<file path="src/kws_pkg.sv">
`timescale 1ns / 1ps
// ----------------------------------------------------------------------------
// kws_pkg
// Shared types and constants of the keyed word store.
// ----------------------------------------------------------------------------
package kws_pkg;

	localparam int TABLE_ENTRIES = 1024;
	localparam int IDX_W         = $clog2(TABLE_ENTRIES);
	localparam int CNT_W         = 11;
	localparam int KEY_W         = 416;
	localparam int HASH_W        = 448;
	localparam int VAL_W         = 256;
	localparam int BYTE_CNT      = 56;
	localparam int BYTE_W        = $clog2(BYTE_CNT + 1);
	localparam int CNT_PROD_W    = CNT_W + 4;
	localparam logic [CNT_PROD_W-1:0] FILL_LIMIT = CNT_PROD_W'(TABLE_ENTRIES * 7);

	localparam logic [63:0] FNV_BASIS = 64'hcbf29ce484222325;

	typedef enum logic [1:0] {
		ACT_READ  = 2'd0,
		ACT_WRITE = 2'd1,
		ACT_CLEAR = 2'd2,
		ACT_NONE  = 2'd3
	} action_t;

	typedef enum logic [3:0] {
		ST_IDLE,
		ST_HASH,
		ST_RD,
		ST_WAIT,
		ST_CMP,
		ST_VRD,
		ST_VWAIT,
		ST_COMMIT,
		ST_CLEAR,
		ST_OUT
	} state_t;

	typedef struct packed {
		logic start;
		logic busy;
	} hash_ctl_t;

endpackage

</file>
<file path="src/kws_hash.sv">
`timescale 1ns / 1ps
// ----------------------------------------------------------------------------
// kws_hash
// Byte-serial FNV-1a 64 over a 56-byte key, one byte per cycle.
// ----------------------------------------------------------------------------
module kws_hash import kws_pkg::*; (
	input  logic              clk,
	input  logic              arst_n,
	input  logic              start,
	input  logic [HASH_W-1:0] key,
	output hash_ctl_t         ctl,
	output logic [63:0]       hash
);

	logic [HASH_W-1:0] key_q;
	logic [BYTE_W-1:0] cnt_q;
	logic [63:0]       h_q;
	logic              busy_q;
	logic [63:0]       x;
	logic [63:0]       prod;

	assign x    = h_q ^ {56'd0, key_q[7:0]};
	// prime = 2^40 + 0x1b3
	assign prod = (x << 40) + (x << 8) + (x << 7) + (x << 5) + (x << 4) + (x << 1) + x;

	always_ff @(posedge clk or negedge arst_n) begin
		if (!arst_n) begin
			busy_q <= 1'b0;
			cnt_q  <= '0;
		end else if (start) begin
			busy_q <= 1'b1;
			cnt_q  <= '0;
		end else if (busy_q) begin
			cnt_q <= cnt_q + 1'b1;
			if (cnt_q == BYTE_W'(BYTE_CNT - 1))
				busy_q <= 1'b0;
		end
	end

	always_ff @(posedge clk) begin
		if (start) begin
			key_q <= key;
			h_q   <= FNV_BASIS;
		end else if (busy_q) begin
			key_q <= key_q >> 8;
			h_q   <= prod;
		end
	end

	assign ctl.start = start;
	assign ctl.busy  = busy_q;
	assign hash      = h_q;

endmodule
</file>
<file path="config.mk">
export PLATFORM = sky130hd
export DESIGN_NAME = kws_hash
export DESIGN_NICKNAME = d
export VERILOG_FILES = /design/src/kws_pkg.sv /design/src/kws_hash.sv
export SDC_FILE = /design/constraint.sdc
export NUM_CORES = 1
export LEC_CHECK = 0
export CORE_ASPECT_RATIO = 1.25
export CORE_MARGIN = 2
export CORE_UTILIZATION = 59
export DETAILED_ROUTE_END_ITERATION = 12
export DONT_BUFFER_PORTS = 1
export PLACE_DENSITY = 0.81
export SETUP_SLACK_MARGIN = 0.4
export SKIP_CTS_REPAIR_TIMING = 1
export SLEW_MARGIN = 0
export SYNTH_ARGS = -nofsm -noshare
export SYNTH_HDL_FRONTEND = slang
export SYNTH_SLANG_ARGS = --single-unit
</file>
<file path="constraint.sdc">
create_clock -name clk -period 15.5 [get_ports clk]
set_input_delay 1.55 -clock clk [delete_from_list [all_inputs] [get_ports clk]]
set_output_delay 1.55 -clock clk [all_outputs]
set_load 0.02 [all_outputs]
</file>
==> flow_summary.ini, run 1 <==
[outcome]
run_status = finished clean

[timing]
fin_ws_ns = 9.12
hold-worst-slack_ns = 0.521
final_hold_viol_count = 0
relSlewSlack_pct = 19.0
worst_pin_slew_ns = 1.22
fmax_mhz = 157
rsz0062_at_grt = false
drv_slew = 0
setup_viol = 0
fin_crit_ns = 6.38
skew_ns = 0.0499
setup_tns_ns = 0
period_share_pct = 41.2

[layout]
multi_input_area_um2 = 15200
nNetsFinal = 3203
seq_area_um2 = 14900
mostFrequentLayoutCell = edfxtp_1
finish.utilization_pct = 63.9
layout-drive-gt1-share_pct = 22.5
fillers = 3913
mostFrequentLayoutCells = edfxtp_1 (448), mux2_2 (440), inv_1 (395), fa_1 (245), ha_1 (111)
syn_to_final_growth_pct = 7.20

[logic_synthesis]
async_reset_ff_share_pct = 1.35
ys_ff_latch = 519
syn-cell-area_um2 = 32000
ys_warn_count = 0
syn-num-nets = 3229
synth_area_per_cell_um2 = 13.2
yosysUniqueCellTypes = 86
synth-seq-area-share_pct = 46.6
synthFlopType = edfxtp_1
synthCells = 2422
synth_edf_count = 448

[global_routing]
antenna_found_initial = 47
grt_pass1_vias = 20000
overflow = 0
grt_first_pass_wirelength_mm = 116
grt.total_usage_pct = 27.6
grt_max_degree = 506

[worst_setup_path]
start_kind = flop
crit_slowest_cell = xnor2_1
worstSetupEndpointType = flop
crit_path_frequent_cell = ha_1
crit_buf_inv = 3
arrival_ns = 6.79
worstPathCellList = xnor2_1 -> inv_1 -> xnor2_1 -> ha_1 -> inv_1 -> fa_1 -> inv_1 -> ha_1 -> ha_1 -> ha_1 -> fa_1 -> a211oi_2 -> o211ai_1 -> a221oi_4 -> o21ai_1 -> a31oi_1 -> o21ai_2 -> a21boi_1 -> xor2_1 -> a22oi_1
path_max_fanout = 5
cp.required_ns = 15.90
critPathTopFamily = adder cells
path_class = flop to flop
crit_path_max_incr_delay_ns = 0.83

[placement]
post-dp-hpwl_mm = 58.2
numPortBuffers = 0
finalWeightedCongestion = 0.968
place_ws_ns = 9.17

[drt]
drc_errors = 0
routed_via_density = 5.92
antenna_left = 0
wl_mm = 78.0
wl_per_cell_um = 24.5
dr.first_iter.drc_count = 1504
first_pass_iters = 11
vias = 18800

[clocking]
cts.path.max_buffers = 3
root_buffer = clkbuf_16
clk_pin_slew_ns = 0.07
cts_tree = yes
clock-sinks = 519
clk_latency_ns = 0.63
htree_levels = 2
numCtsBuffers = 51

[die]
dieArea_um2 = 56100
initial_utilization_pct = 59.6
rows = 95
die_width_um = 212
die_height_um = 264
core_um2 = 53600
ios = 517

[job]
maxCapViolCount = 0

[min_path]
hold_path_class = flop to flop
-- per-stage QoR --
stage	instance area (um2)	std cells
6_report	34300	3184
2_1_floorplan	32000	2422
5_1_grt	34300	3179
3_5_place_dp	32600	3070
3_3_place_gp	32600	3070
4_1_cts	34200	3163
-- routing by layer --
metal	vias to the layer above	share of wire (%)	global-route usage, %	routed length [um]
li1	8375	-	-	-
met1	9406	35	30.9	27600
met2	772	51	48.2	40000
met3	248	8.5	8.87	6610
met4	40	4.5	11.9	3480
met5	-	0.35	0	275
-- area by class of cell --
type / count / share of cell area [%]
clock inverter: 25 / 0.705
clock buffer: 68 / 4.06
inverter: 397 / 4.37
tap: 727 / 2.65
multi-input combinational: 1418 / 44.3
timing repair buffer: 9 / 0.234
sequential: 519 / 43.5
antenna: 21 / 0.153
-- cells in the mapped netlist, drive strengths merged, types with 26 or more instances --
master | n | area, um2
edfxtp | 448 | 13500
a21oi | 85 | 425
dfxtp | 64 | 1280
a21o | 32 | 241
xor2 | 26 | 228
mux2 | 441 | 4970
o21ai | 37 | 189
nand2 | 64 | 240
inv | 395 | 1480
fa | 245 | 4900
ha | 111 | 1390
clkbuf | 76 | 287
nor2 | 85 | 319
xnor2 | 44 | 385
-- flip-flops by register name (all words and copies together) (netlist names) --
signal  flops
busy_q      1
key_q     448
hash       64
cnt_q       6
-- logic make-up (layout without fill, tap and decap cells) --
kind of cell,after synthesis,count (layout),synth area share (%)
AOI/OAI and AO/OA,267,267,5.80
muxes,459,459,16.1
adders and majority gates,356,356,19.7
xor gates and xnor gates,70,70,1.92
buffers and inverters,485,499,5.85
and+or+nand+nor,266,266,4.02
other,0,21,0
DFF,519,519,46.6
-- path summary, 6_finish.rpt --
kind / endpoint / slack, ns / startpoint / cells after the start
worst max-delay path: hash[37] / 9.12 / hash[0] / 20
worst min-delay path: key_q[407] / 0.52 / key_q[415] / 1
worst min register to register: key_q[407] / 0.52 / key_q[415] / 1
worst max register to register: hash[37] / 9.12 / hash[0] / 20
max in group asynchronous: busy_q / 14.80 / arst_n / 0
min in group asynchronous: busy_q / 0.62 / arst_n / 0
Power of run 1 is left out: the tool's default activity adds up to more than one toggle a clock period on the data nets, which glitch-free logic cannot reach.
==> inputs of run 2 (changes only) <==
- clock period: 15.5 -> 5.2 ns (I/O delays scaled with it)
==> flow_summary.ini, run 2 (same netlist as run 1, synthesis figures left out) <==
[outcome]
run_status = complete, but fails checks
violations = max-slew violations

[worst_setup_path]
critPathTopFamily = compound AO/OA/AOI/OAI gates
crit_path_max_incr_delay_ns = 0.55
start_kind = flop
crit_path_frequent_cell = ha_4
worstSetupEndpointType = flop
crit_buf_inv = 3
cp.required_ns = 5.70
path_class = flop to flop
arrival_ns = 5.64
path_max_fanout = 5
worstPathCellList = xnor2_2 -> inv_2 -> xnor2_2 -> ha_4 -> or2_2 -> fa_1 -> ha_4 -> ha_4 -> fa_2 -> a211oi_4 -> o211ai_1 -> buf_4 -> a221oi_4 -> a2111oi_4 -> buf_4 -> o31ai_4 -> nor2_1 -> a21oi_2 -> xnor2_1 -> a211o_1
crit_slowest_cell = fa_1

[die]
core_um2 = 53600
die_width_um = 212
ios = 517
initial_utilization_pct = 59.6
dieArea_um2 = 56100
rows = 95
die_height_um = 264

[global_routing]
grt_pass1_vias = 20700
overflow = 0
grt_max_degree = 506
grt_first_pass_wirelength_mm = 123
grt.total_usage_pct = 29.7
antenna_found_initial = 61

[clocking]
clk_pin_slew_ns = 0.07
cts.path.max_buffers = 3
cts_tree = yes
clock-sinks = 519
htree_levels = 2
numCtsBuffers = 52
root_buffer = clkbuf_16
clk_latency_ns = 0.61

[drt]
drc_errors = 0
wl_mm = 84.7
first_pass_iters = 5
vias = 19600
wl_per_cell_um = 25.0
dr.first_iter.drc_count = 1642
routed_via_density = 5.78
antenna_left = 0

[layout]
fin_area_um2 = 36700
largest_reg_flops = 448
layout-drive-gt1-share_pct = 34.6
syn_to_final_growth_pct = 14.9
finish.utilization_pct = 68.5
top_register = key_q
stdcell_count = 3386
mostFrequentLayoutCell = edfxtp_1
nNetsFinal = 3385
mostFrequentLayoutCells = edfxtp_1 (448), mux2_2 (440), inv_1 (359), fa_1 (243), buf_4 (181)

[timing]
fmax_mhz = 194
fin_ws_ns = 0.0575
drv_slew = 47
fin_crit_ns = 5.14
setup_viol = 0
relSlewSlack_pct = -1.96
rsz0062_at_grt = true
final_hold_viol_count = 0
skew_ns = 0.0225
period_share_pct = 98.9
worst_pin_slew_ns = 1.53

[job]
maxCapViolCount = 0

[placement]
dp_cells = 3196
numPortBuffers = 0
place_ws_ns = -0.0210
finalWeightedCongestion = 0.960
placed_area_um2 = 33800
post-dp-hpwl_mm = 63.4

[min_path]
hold_path_class = primary input to flop
-- run 2: layout make-up --
| class | instances | area (um2) |
|---|---|---|
| Timing Repair Buffer | 190 | 1480 |
| Multi-Input combinational cell | 1418 | 16000 |
| Clock inverter | 37 | 440 |
| Fill cell | 3605 | 16900 |
| Clock buffer | 58 | 1320 |
| Sequential cell | 519 | 15000 |
| Antenna cell | 40 | 100 |
| Tap cell | 727 | 910 |
| Inverter | 397 | 1540 |
-- run 2: metal layers --
metal | routed length [um] | up-vias | track usage (%) | part of all wire (%)
met1 | 28900 | 9709 | 33.8 | 34
met2 | 43000 | 828 | 50.9 | 51
li1 | - | 8772 | - | -
met3 | 8930 | 238 | 10.2 | 11
met4 | 3600 | 32 | 12.3 | 4.3
met5 | 219 | - | 0 | 0.26
-- run 2: stage by stage --
step	TNS (ns)	hold WS (ns)
final	0	0.123
after global routing	-0.847	0.0872
after CTS	-0.0757	-0.420
after detailed placement	-0.0210	0.225
after global placement	0	0.225
after floorplan	0	0.224
-- run 2: path summary, 6_finish.rpt --
kind	startpoint	end	slack, ns	depth (start not counted)
min in group asynchronous	arst_n	cnt_q[5]	0.26	1
hold / removal	key[444]	key_q[444]	0.12	1
max in group asynchronous	arst_n	busy_q	4.66	1
setup / recovery	key_q[0]	hash[59]	0.06	20
setup reg to reg	key_q[0]	hash[59]	0.06	20
hold reg to reg	key_q[372]	key_q[364]	0.55	1
-- run 2: worst reg2reg max path: cells and delay by family, from the launching register on --
| kind | cells | cell delay (ns) |
|---|---|---|
| AOI/OAI and AO/OA | 7 | 1.71 |
| and+or+nand+nor | 2 | 0.39 |
| adders and majority gates | 5 | 1.60 |
| buffers and inverters | 3 | 0.46 |
| DFF | 1 | 0.45 |
| xor gates and xnor gates | 3 | 0.47 |
Power of run 2 is left out for the same reason.
